===== config.mk =====
export PLATFORM = sky130hd
export DESIGN_NAME = channel_l2_normalize
export DESIGN_NICKNAME = d
export VERILOG_FILES = /design/src/sv/clnorm_pkg.sv /design/src/sv/clnorm_ram.sv /design/src/sv/clnorm_alu.sv /design/src/sv/channel_l2_normalize.sv
export SDC_FILE = /design/constraint.sdc
export NUM_CORES = 2
export LEC_CHECK = 0
export BUFFER_PORTS_ARGS = -buffer_cell sky130_fd_sc_hd__buf_2
export CORE_MARGIN = 2
export CORE_UTILIZATION = 51
export CTS_BUF_LIST = sky130_fd_sc_hd__clkbuf_2 sky130_fd_sc_hd__clkbuf_4 sky130_fd_sc_hd__clkbuf_8
export CTS_CLUSTER_SIZE = 20
export DETAILED_ROUTE_END_ITERATION = 16
export PLACE_DENSITY = 0.66
export REMOVE_ABC_BUFFERS = 1
export SLEW_MARGIN = 10
export SYNTH_ARGS = -nofsm -noshare
export SYNTH_HDL_FRONTEND = slang
export SYNTH_SLANG_ARGS = --single-unit

===== constraint.sdc =====
create_clock -name clk -period 8.4 [get_ports clk]
set_clock_uncertainty 0.2 [all_clocks]
set_input_delay 0.42 -clock clk [delete_from_list [all_inputs] [get_ports clk]]
set_output_delay 0.42 -clock clk [all_outputs]
set_load 0.01 [all_outputs]

===== src/sv/clnorm_pkg.sv =====
// Package for the channel L2 normalizer: widths, counts, the sequencer states
// and the result type of the shared subtract/compare unit. No dependencies.
`default_nettype none

package clnorm_pkg;

    localparam int MAX_CHANNELS = 64;
    localparam int ADDR_W       = $clog2(MAX_CHANNELS);
    localparam int CNT_W        = $clog2(MAX_CHANNELS + 1);
    localparam int SAMPLE_W     = 16;
    localparam int SUM_W        = 37;
    localparam int FRAC_EXTRA   = 16;                        // square sum is shifted up by this
    localparam int RAD_W        = SUM_W + FRAC_EXTRA + 1;    // even width for 2-bit digits
    localparam int ROOT_W       = RAD_W / 2;                 // 27 result bits
    localparam int SQRT_STEPS   = ROOT_W;
    localparam int QUO_W        = 16;
    localparam int DIV_STEPS    = QUO_W;
    localparam int PRE_SHIFT    = 22 - QUO_W;                // sample scale left before divide
    localparam int ALU_W        = 30;
    localparam int STEP_W       = 5;
    localparam logic [QUO_W-1:0] Q114_ONE = 16'd16384;

    typedef enum logic [2:0] {
        ST_IDLE,
        ST_SQRT,
        ST_READ,
        ST_CHECK,
        ST_DIV,
        ST_OUT
    } state_t;

    typedef struct packed {
        logic             ge;
        logic [ALU_W-1:0] diff;
    } alu_res_t;

endpackage

`default_nettype wire


===== src/sv/clnorm_ram.sv =====
// Generic single-port-write, single-port-read RAM with registered read data.
// Standalone; no package needed.
`default_nettype none

module clnorm_ram #(
    parameter int WIDTH = 16,
    parameter int DEPTH = 64
) (
    input  wire logic                     clk,
    input  wire logic                     wr_en,
    input  wire logic [$clog2(DEPTH)-1:0] wr_addr,
    input  wire logic [WIDTH-1:0]         wr_data,
    input  wire logic                     rd_en,
    input  wire logic [$clog2(DEPTH)-1:0] rd_addr,
    output logic      [WIDTH-1:0]         rd_data
);

    logic [WIDTH-1:0] mem [DEPTH];

    always_ff @(posedge clk)
    begin
        if (wr_en)
        begin
            mem[wr_addr] <= wr_data;
        end
        if (rd_en)
        begin
            rd_data <= mem[rd_addr];
        end
    end

endmodule

`default_nettype wire


===== src/sv/clnorm_alu.sv =====
// Shared subtract/compare unit used by the square root and the divider.
// Depends on clnorm_pkg.
`default_nettype none

module clnorm_alu
    import clnorm_pkg::*;
(
    input  wire logic [ALU_W-1:0] op_a,
    input  wire logic [ALU_W-1:0] op_b,
    output alu_res_t              res
);

    logic [ALU_W:0] wide_diff;

    assign wide_diff = {1'b0, op_a} - {1'b0, op_b};
    assign res.ge    = ~wide_diff[ALU_W];
    assign res.diff  = wide_diff[ALU_W-1:0];

endmodule

`default_nettype wire


===== src/sv/channel_l2_normalize.sv =====
// Top level of the channel L2 normalizer: input accumulation, sequencer,
// square root and divider steps. Depends on clnorm_pkg, clnorm_ram, clnorm_alu.
`default_nettype none

// Samples of one pixel vector enter on the s_ side, one transaction each, in
// channel order; each is stored and its square added to a running sum, so the
// input side takes one sample per cycle while a vector fills. The transaction
// that completes the vector (channel_count samples, clamped to 1..64) starts
// the result phase and s_tready drops until its last result is in the output
// register. The norm is the floor square root of the sum scaled by 2^16,
// found one root bit per radicand bit pair on one 30-bit subtract/compare
// unit (skipped for an all-zero vector). Each result then takes a RAM read,
// a range check, 16 restoring divide steps on the same unit and an output
// step; the divide steps are skipped when the quotient saturates or the
// vector is all zero. Results leave on the m_ side: tdata is the Q1.14
// quotient, tlast marks the vector's final result and tuser flags an
// all-zero vector (its results read 0). channel_count is written through
// cfg_wr_en/cfg_wr_data; the user must write it only while the block is
// idle, which the block itself does not enforce.

module channel_l2_normalize
    import clnorm_pkg::*;
(
    input  wire logic        clk,
    input  wire logic        rst_n,
    // configuration
    input  wire logic        cfg_wr_en,
    input  wire logic [6:0]  cfg_wr_data,   // channel_count
    // sample stream
    input  wire logic        s_tvalid,
    output logic             s_tready,
    input  wire logic [15:0] s_tdata,       // [15:0] sample
    // result stream
    output logic             m_tvalid,
    input  wire logic        m_tready,
    output logic [15:0]      m_tdata,       // [15:0] normalized
    output logic             m_tlast,       // last_of_vector
    output logic             m_tuser        // [0] zero_norm
);

    // control state
    state_t             state_reg, state_next;
    logic [CNT_W-1:0]   chan_cfg_reg;
    logic [CNT_W-1:0]   rcv_cnt_reg, rcv_cnt_next;
    logic [SUM_W-1:0]   sum_reg, sum_next;
    logic               m_valid_reg, m_valid_next;

    // payload and working registers
    logic [RAD_W-1:0]   rad_reg, rad_next;
    logic [ALU_W-1:0]   rem_reg, rem_next;
    logic [ROOT_W-1:0]  root_reg, root_next;
    logic [QUO_W-1:0]   quo_reg, quo_next;
    logic [STEP_W-1:0]  step_reg, step_next;
    logic [ADDR_W-1:0]  idx_reg, idx_next;
    logic [CNT_W-1:0]   len_reg, len_next;
    logic               zero_reg, zero_next;
    logic               sat_reg, sat_next;
    logic               neg_reg, neg_next;
    logic [15:0]        m_data_reg, m_data_next;
    logic               m_last_reg, m_last_next;
    logic               m_user_reg, m_user_next;

    // input side
    logic                in_fire;
    logic [SAMPLE_W-1:0] in_mag;
    logic [2*SAMPLE_W-1:0] in_sq;
    logic [SUM_W-1:0]    sum_acc;
    logic [CNT_W-1:0]    cnt_inc;
    logic [CNT_W-1:0]    eff_count;
    logic                vec_done;

    // stored sample read back
    logic [SAMPLE_W-1:0] rd_sample;
    logic [SAMPLE_W-1:0] rd_mag;
    logic                rd_en;

    // shared unit
    logic [ALU_W-1:0]    alu_a, alu_b;
    alu_res_t            alu_res;

    // result shaping
    logic [QUO_W-1:0]    res_mag;
    logic                out_free;
    logic                is_last;

    assign s_tready = (state_reg == ST_IDLE);
    assign in_fire  = s_tvalid & s_tready;
    assign m_tvalid = m_valid_reg;
    assign m_tdata  = m_data_reg;
    assign m_tlast  = m_last_reg;
    assign m_tuser  = m_user_reg;

    assign in_mag  = s_tdata[SAMPLE_W-1] ? (~s_tdata + 1'b1) : s_tdata;
    assign in_sq   = in_mag * in_mag;
    assign sum_acc = sum_reg + {{(SUM_W - 2*SAMPLE_W){1'b0}}, in_sq};
    assign cnt_inc = rcv_cnt_reg + 1'b1;

    // clamp channel_count into 1..MAX_CHANNELS
    always_comb
    begin
        if (chan_cfg_reg == '0)
        begin
            eff_count = CNT_W'(1);
        end
        else if (chan_cfg_reg > CNT_W'(MAX_CHANNELS))
        begin
            eff_count = CNT_W'(MAX_CHANNELS);
        end
        else
        begin
            eff_count = chan_cfg_reg;
        end
    end

    assign vec_done = (cnt_inc >= eff_count) || (cnt_inc == CNT_W'(MAX_CHANNELS));

    assign rd_en  = (state_reg == ST_READ);
    assign rd_mag = rd_sample[SAMPLE_W-1] ? (~rd_sample + 1'b1) : rd_sample;

    clnorm_ram #(
        .WIDTH (SAMPLE_W),
        .DEPTH (MAX_CHANNELS)
    ) u_store (
        .clk     (clk),
        .wr_en   (in_fire),
        .wr_addr (rcv_cnt_reg[ADDR_W-1:0]),
        .wr_data (s_tdata),
        .rd_en   (rd_en),
        .rd_addr (idx_reg),
        .rd_data (rd_sample)
    );

    // Operand select for the shared unit:
    //   square root: bring down two radicand bits, trial = root*4 + 1
    //   range check: sample magnitude * 2^6 against the norm
    //   divide step: remainder * 2 against the norm
    always_comb
    begin
        alu_a = '0;
        alu_b = {{(ALU_W - ROOT_W){1'b0}}, root_reg};
        case (state_reg)
            ST_SQRT:
            begin
                alu_a = {rem_reg[ALU_W-3:0], rad_reg[RAD_W-1 -: 2]};
                alu_b = {{(ALU_W - ROOT_W - 2){1'b0}}, root_reg, 2'b01};
            end
            ST_CHECK:
            begin
                alu_a = {{(ALU_W - SAMPLE_W - PRE_SHIFT){1'b0}}, rd_mag, {PRE_SHIFT{1'b0}}};
            end
            ST_DIV:
            begin
                alu_a = {rem_reg[ALU_W-2:0], 1'b0};
            end
            default:
            begin
                alu_a = '0;
            end
        endcase
    end

    clnorm_alu u_alu (
        .op_a (alu_a),
        .op_b (alu_b),
        .res  (alu_res)
    );

    // Clamp the quotient to 1.0 (zero for an all-zero vector); the sample's sign is applied in ST_OUT.
    always_comb
    begin
        if (zero_reg)
        begin
            res_mag = '0;
        end
        else if (sat_reg || (quo_reg > Q114_ONE))
        begin
            res_mag = Q114_ONE;
        end
        else
        begin
            res_mag = quo_reg;
        end
    end

    assign out_free = ~m_valid_reg | m_tready;
    assign is_last  = ({1'b0, idx_reg} + 1'b1) == len_reg;

    always_comb
    begin
        state_next   = state_reg;
        rcv_cnt_next = rcv_cnt_reg;
        sum_next     = sum_reg;
        m_valid_next = m_valid_reg & ~m_tready;
        rad_next     = rad_reg;
        rem_next     = rem_reg;
        root_next    = root_reg;
        quo_next     = quo_reg;
        step_next    = step_reg;
        idx_next     = idx_reg;
        len_next     = len_reg;
        zero_next    = zero_reg;
        sat_next     = sat_reg;
        neg_next     = neg_reg;
        m_data_next  = m_data_reg;
        m_last_next  = m_last_reg;
        m_user_next  = m_user_reg;

        unique case (state_reg)
            ST_IDLE:
            begin
                if (in_fire)
                begin
                    if (vec_done)
                    begin
                        // vector complete: clear the accumulator, start the root (or the reads for a zero sum)
                        rcv_cnt_next = '0;
                        sum_next     = '0;
                        len_next     = cnt_inc;
                        idx_next     = '0;
                        zero_next    = (sum_acc == '0);
                        rad_next     = {1'b0, sum_acc, {FRAC_EXTRA{1'b0}}};
                        rem_next     = '0;
                        root_next    = '0;
                        step_next    = '0;
                        state_next   = (sum_acc == '0) ? ST_READ : ST_SQRT;
                    end
                    else
                    begin
                        rcv_cnt_next = cnt_inc;
                        sum_next     = sum_acc;
                    end
                end
            end

            ST_SQRT:
            begin
                rad_next = {rad_reg[RAD_W-3:0], 2'b00};
                if (alu_res.ge)
                begin
                    rem_next  = alu_res.diff;
                    root_next = {root_reg[ROOT_W-2:0], 1'b1};
                end
                else
                begin
                    rem_next  = alu_a;
                    root_next = {root_reg[ROOT_W-2:0], 1'b0};
                end
                step_next = step_reg + 1'b1;
                if (step_reg == STEP_W'(SQRT_STEPS - 1))
                begin
                    state_next = ST_READ;
                end
            end

            ST_READ:
            begin
                state_next = ST_CHECK;
            end

            ST_CHECK:
            begin
                neg_next  = rd_sample[SAMPLE_W-1];
                quo_next  = '0;
                sat_next  = 1'b0;
                step_next = '0;
                rem_next  = alu_a;
                if (zero_reg)
                begin
                    state_next = ST_OUT;
                end
                else if (alu_res.ge)
                begin
                    // quotient would not fit the divider: saturate
                    sat_next   = 1'b1;
                    state_next = ST_OUT;
                end
                else
                begin
                    state_next = ST_DIV;
                end
            end

            ST_DIV:
            begin
                if (alu_res.ge)
                begin
                    rem_next = alu_res.diff;
                    quo_next = {quo_reg[QUO_W-2:0], 1'b1};
                end
                else
                begin
                    rem_next = alu_a;
                    quo_next = {quo_reg[QUO_W-2:0], 1'b0};
                end
                step_next = step_reg + 1'b1;
                if (step_reg == STEP_W'(DIV_STEPS - 1))
                begin
                    state_next = ST_OUT;
                end
            end

            ST_OUT:
            begin
                if (out_free)
                begin
                    m_valid_next = 1'b1;
                    m_data_next  = neg_reg ? (16'd0 - res_mag) : res_mag;
                    m_last_next  = is_last;
                    m_user_next  = zero_reg;
                    if (is_last)
                    begin
                        state_next = ST_IDLE;
                    end
                    else
                    begin
                        idx_next   = idx_reg + 1'b1;
                        state_next = ST_READ;
                    end
                end
            end

            default:
            begin
                state_next = ST_IDLE;
            end
        endcase
    end

    // control registers
    always_ff @(posedge clk or negedge rst_n)
    begin
        if (!rst_n)
        begin
            state_reg    <= ST_IDLE;
            chan_cfg_reg <= CNT_W'(MAX_CHANNELS);
            rcv_cnt_reg  <= '0;
            sum_reg      <= '0;
            m_valid_reg  <= 1'b0;
        end
        else
        begin
            state_reg    <= state_next;
            rcv_cnt_reg  <= rcv_cnt_next;
            sum_reg      <= sum_next;
            m_valid_reg  <= m_valid_next;
            if (cfg_wr_en)
            begin
                chan_cfg_reg <= cfg_wr_data;
            end
        end
    end

    // working and payload registers
    always_ff @(posedge clk)
    begin
        rad_reg    <= rad_next;
        rem_reg    <= rem_next;
        root_reg   <= root_next;
        quo_reg    <= quo_next;
        step_reg   <= step_next;
        idx_reg    <= idx_next;
        len_reg    <= len_next;
        zero_reg   <= zero_next;
        sat_reg    <= sat_next;
        neg_reg    <= neg_next;
        m_data_reg <= m_data_next;
        m_last_reg <= m_last_next;
        m_user_reg <= m_user_next;
    end

endmodule

`default_nettype wire


==> metrics.md <==
| Metric | Value |
|---|---|
| CP endpoint kind | `flip-flop` |
| DRC viols | `0` |
| Row Count | `~130` |
| CP max FO | `5` |
| Nets | `approximately 4400` |
| Worst path slowest cell | `dlygate4sd3_1` |
| Max Buffers Root-to-Sink | `3` |
| Max reg flops | `slightly above 1000` |
| Die height | `around 350 um` |
| Hold Slack | `0.0476 ns` |
| Die area | `~120000 sq um` |
| Count of pins over their slew limit | `0` |
| Largest net degree at the start of global routing | `133` |
| Worst Setup Path Type | `in -> reg` |
| Post-Synthesis Cell Area | `between 50000 and 60000 sq um` |
| Worst path top cell family by delay | `adder cells` |
| DR vias/cell | `5.89` |
| TritonCTS clock tree | `done` |
| CORE AREA | `around 120000 sq um` |
| Final setup violation count | `0` |
| H-tree depth | `4` |
| Final hold vios | `0` |
| Initial core utilization | `0.514` |
| Root Driver | `clkbuf_8` |
| EDFF count, synth | `1189` |
| Max-cap violations | `0` |
| Mapped Cells | `between 3000 and 4000` |
| Status | `complete, no violations` |
| Ports | `48` |
| Routed WL per cell | `roughly 25 um` |
| Syn avg cell area | `between 15 and 20 sq um` |
| Clock transition at path regs | `approximately 0.060 ns` |
| DP HPWL | `92900 um` |
| I/O Buffers | `between 40 and 50` |
| Vias in the first global route | `about 35000` |
| GRT Residual Overflow | `0` |
| Routed Antenna Nets | `0` |
| Synth async-reset ratio | `0.0442` |
| Worst-Margin Slew | `roughly 1.3 ns` |
| RD Place Congestion | `approximately 0.9` |
| Total GRT Usage | `0.247` |
| Total negative slack | `0 ns` |
| Fin crit period | `between 8 and 9 ns` |
| Cell variety after synth | `84` |
| Register area share after synthesis | `0.622` |
| Pre-CTS setup slack | `-0.384 ns` |
| CTS Sinks | `1244` |
| Area growth syn-to-layout | `13.7%` |
| Post-synth top flop | `edfxtp_1` |
| Total CTS buffers | `between 150 and 200` |
| Initial antenna violation count | `6` |
| Worst path bufs/invs | `11` |
| Final-layout fill cell count | `a little under 9000` |
| Crit share post-route | `0.973` |
| Post-synth top cells | `1189 x edfxtp_1, 336 x mux4_2, 311 x inv_1` |
| Rel. slew slack | `0.161` |
| Die Wd | `approximately 350 um` |
| Worst Setup Start Kind | `input pin` |
| Number of synthesized register bits | `approximately 1200` |
| DRT Wirelength | `around 150000 um` |
| Later-pin clock latency in the skew report | `roughly 0.90 ns` |
| Via count | `33848` |
| First-pass GRT wire length | `about 220000 um` |
| Fmax achieved | `between 100 and 150 MHz` |
| Setup WS post-layout | `about 0.23 ns` |
| Hold Crit Class | `in -> reg` |
| CP Data Arrival Time | `8.72 ns` |
| Total iterations of the first detailed-routing run | `5` |
| Leading area contributor after synthesis | `edfxtp_1` |
| Layout cells sized above 1 | `0.252` |
| Top cells by area, synth | `edfxtp_1 60%, mux4_2 13%, fa_1 6.7%, ha_1 3.1%, dfrtp_1 2.3%` |
| Synth top area share | `0.599` |
| Cell with the most instances after synthesis | `edfxtp_1` |
| Critical path's largest stage delay | `approximately 0.54 ns` |
| CP required | `~9 ns` |
| Drt first-iter violations | `between 3000 and 4000` |
| Yosys warns | `0` |
what timing repair did:
| action | 4_1_cts | 5_1_grt |
|---|---|---|
| endpoints found under the setup margin | 0 | 18 |
| buffers inserted | 0 | 5 |
| resized for setup | 0 | 44 |
| hold endpoints to repair | 186 | 0 |
| hold buffers | 30 | 0 |
logic make-up (layout without fill, tap and decap cells):
logic type | after synthesis | in the layout | share of synthesized area
DFF | 1244 | 1244 | 0.622
and+or+nand+nor | 707 | 707 | 0.0552
buffers and inverters | 481 | 1010 | 0.0306
AOI/OAI and AO/OA | 445 | 445 | 0.0493
muxes | 352 | 352 | 0.130
adders and majority gates | 345 | 345 | 0.0975
xor gates and xnor gates | 106 | 106 | 0.0156
other | 2 | 17 | 0.000126
path summary, 6_finish.rpt:
check	start	endpoint	slack (ns)	cells after the start
worst max-delay path	s_tdata[5]	state_reg[0]	0.23	34
worst max register to register	state_reg[0]	rem_reg[17]	2.10	16
worst min-delay path	s_tdata[11]	u_store.mem[59][11]	0.05	2
max in group asynchronous	rst_n	rcv_cnt_reg[0]	6.85	4
min in group asynchronous	rst_n	sum_reg[3]	0.58	4
worst min register to register	sum_reg[27]	sum_reg[27]	0.28	2
routing by layer:
layer | vias up | GRT usage | part of all wire
li1 | 14818 | - | -
met1 | 17412 | 0.347 | 0.42
met2 | 1369 | 0.397 | 0.48
met3 | 247 | 0.0408 | 0.074
met4 | 2 | 0.0820 | 0.027
met5 | - | 0 | 0.000089
area by class of cell:
class	instances	area [sq um]	share of cell area
sequential	1244	37100	0.547
multi-input combinational	1967	21100	0.311
clock buffer	257	3190	0.0470
timing repair buffer	340	2600	0.0384
tap	1524	1910	0.0281
inverter	318	1190	0.0176
clock inverter	95	729	0.0108
antenna	5	12.5	0.000185
cell usage in the layout, fill, tap and decap left out, types with 56 or more instances in the layout:
cell type / synthesis / final
clkinv_1: 7 / 56
nor2_1: 208 / 158
nand2_1: 249 / 247
fa_1: 199 / 199
o21ai_0: 104 / 100
edfxtp_1: 1189 / 1189
ha_1: 146 / 146
inv_1: 311 / 311
clkbuf_8: 0 / 201
clkbuf_4: 0 / 56
a21oi_1: 104 / 103
buf_4: 0 / 257
mux4_2: 336 / 336
per-stage QoR:
stage | cell area (sq um) | utilization | instances
global placement | 63300 | 0.546 | 5358
detailed placement | 63300 | 0.546 | 5358
global route | 67800 | 0.584 | 5750
floorplan | 59000 | - | 3529
CTS | 67500 | 0.582 | 5740
finish | 67800 | 0.584 | 5750
Power is not shown: default switching activity piles up to over one toggle a cycle in this logic, so the estimate is an artifact.
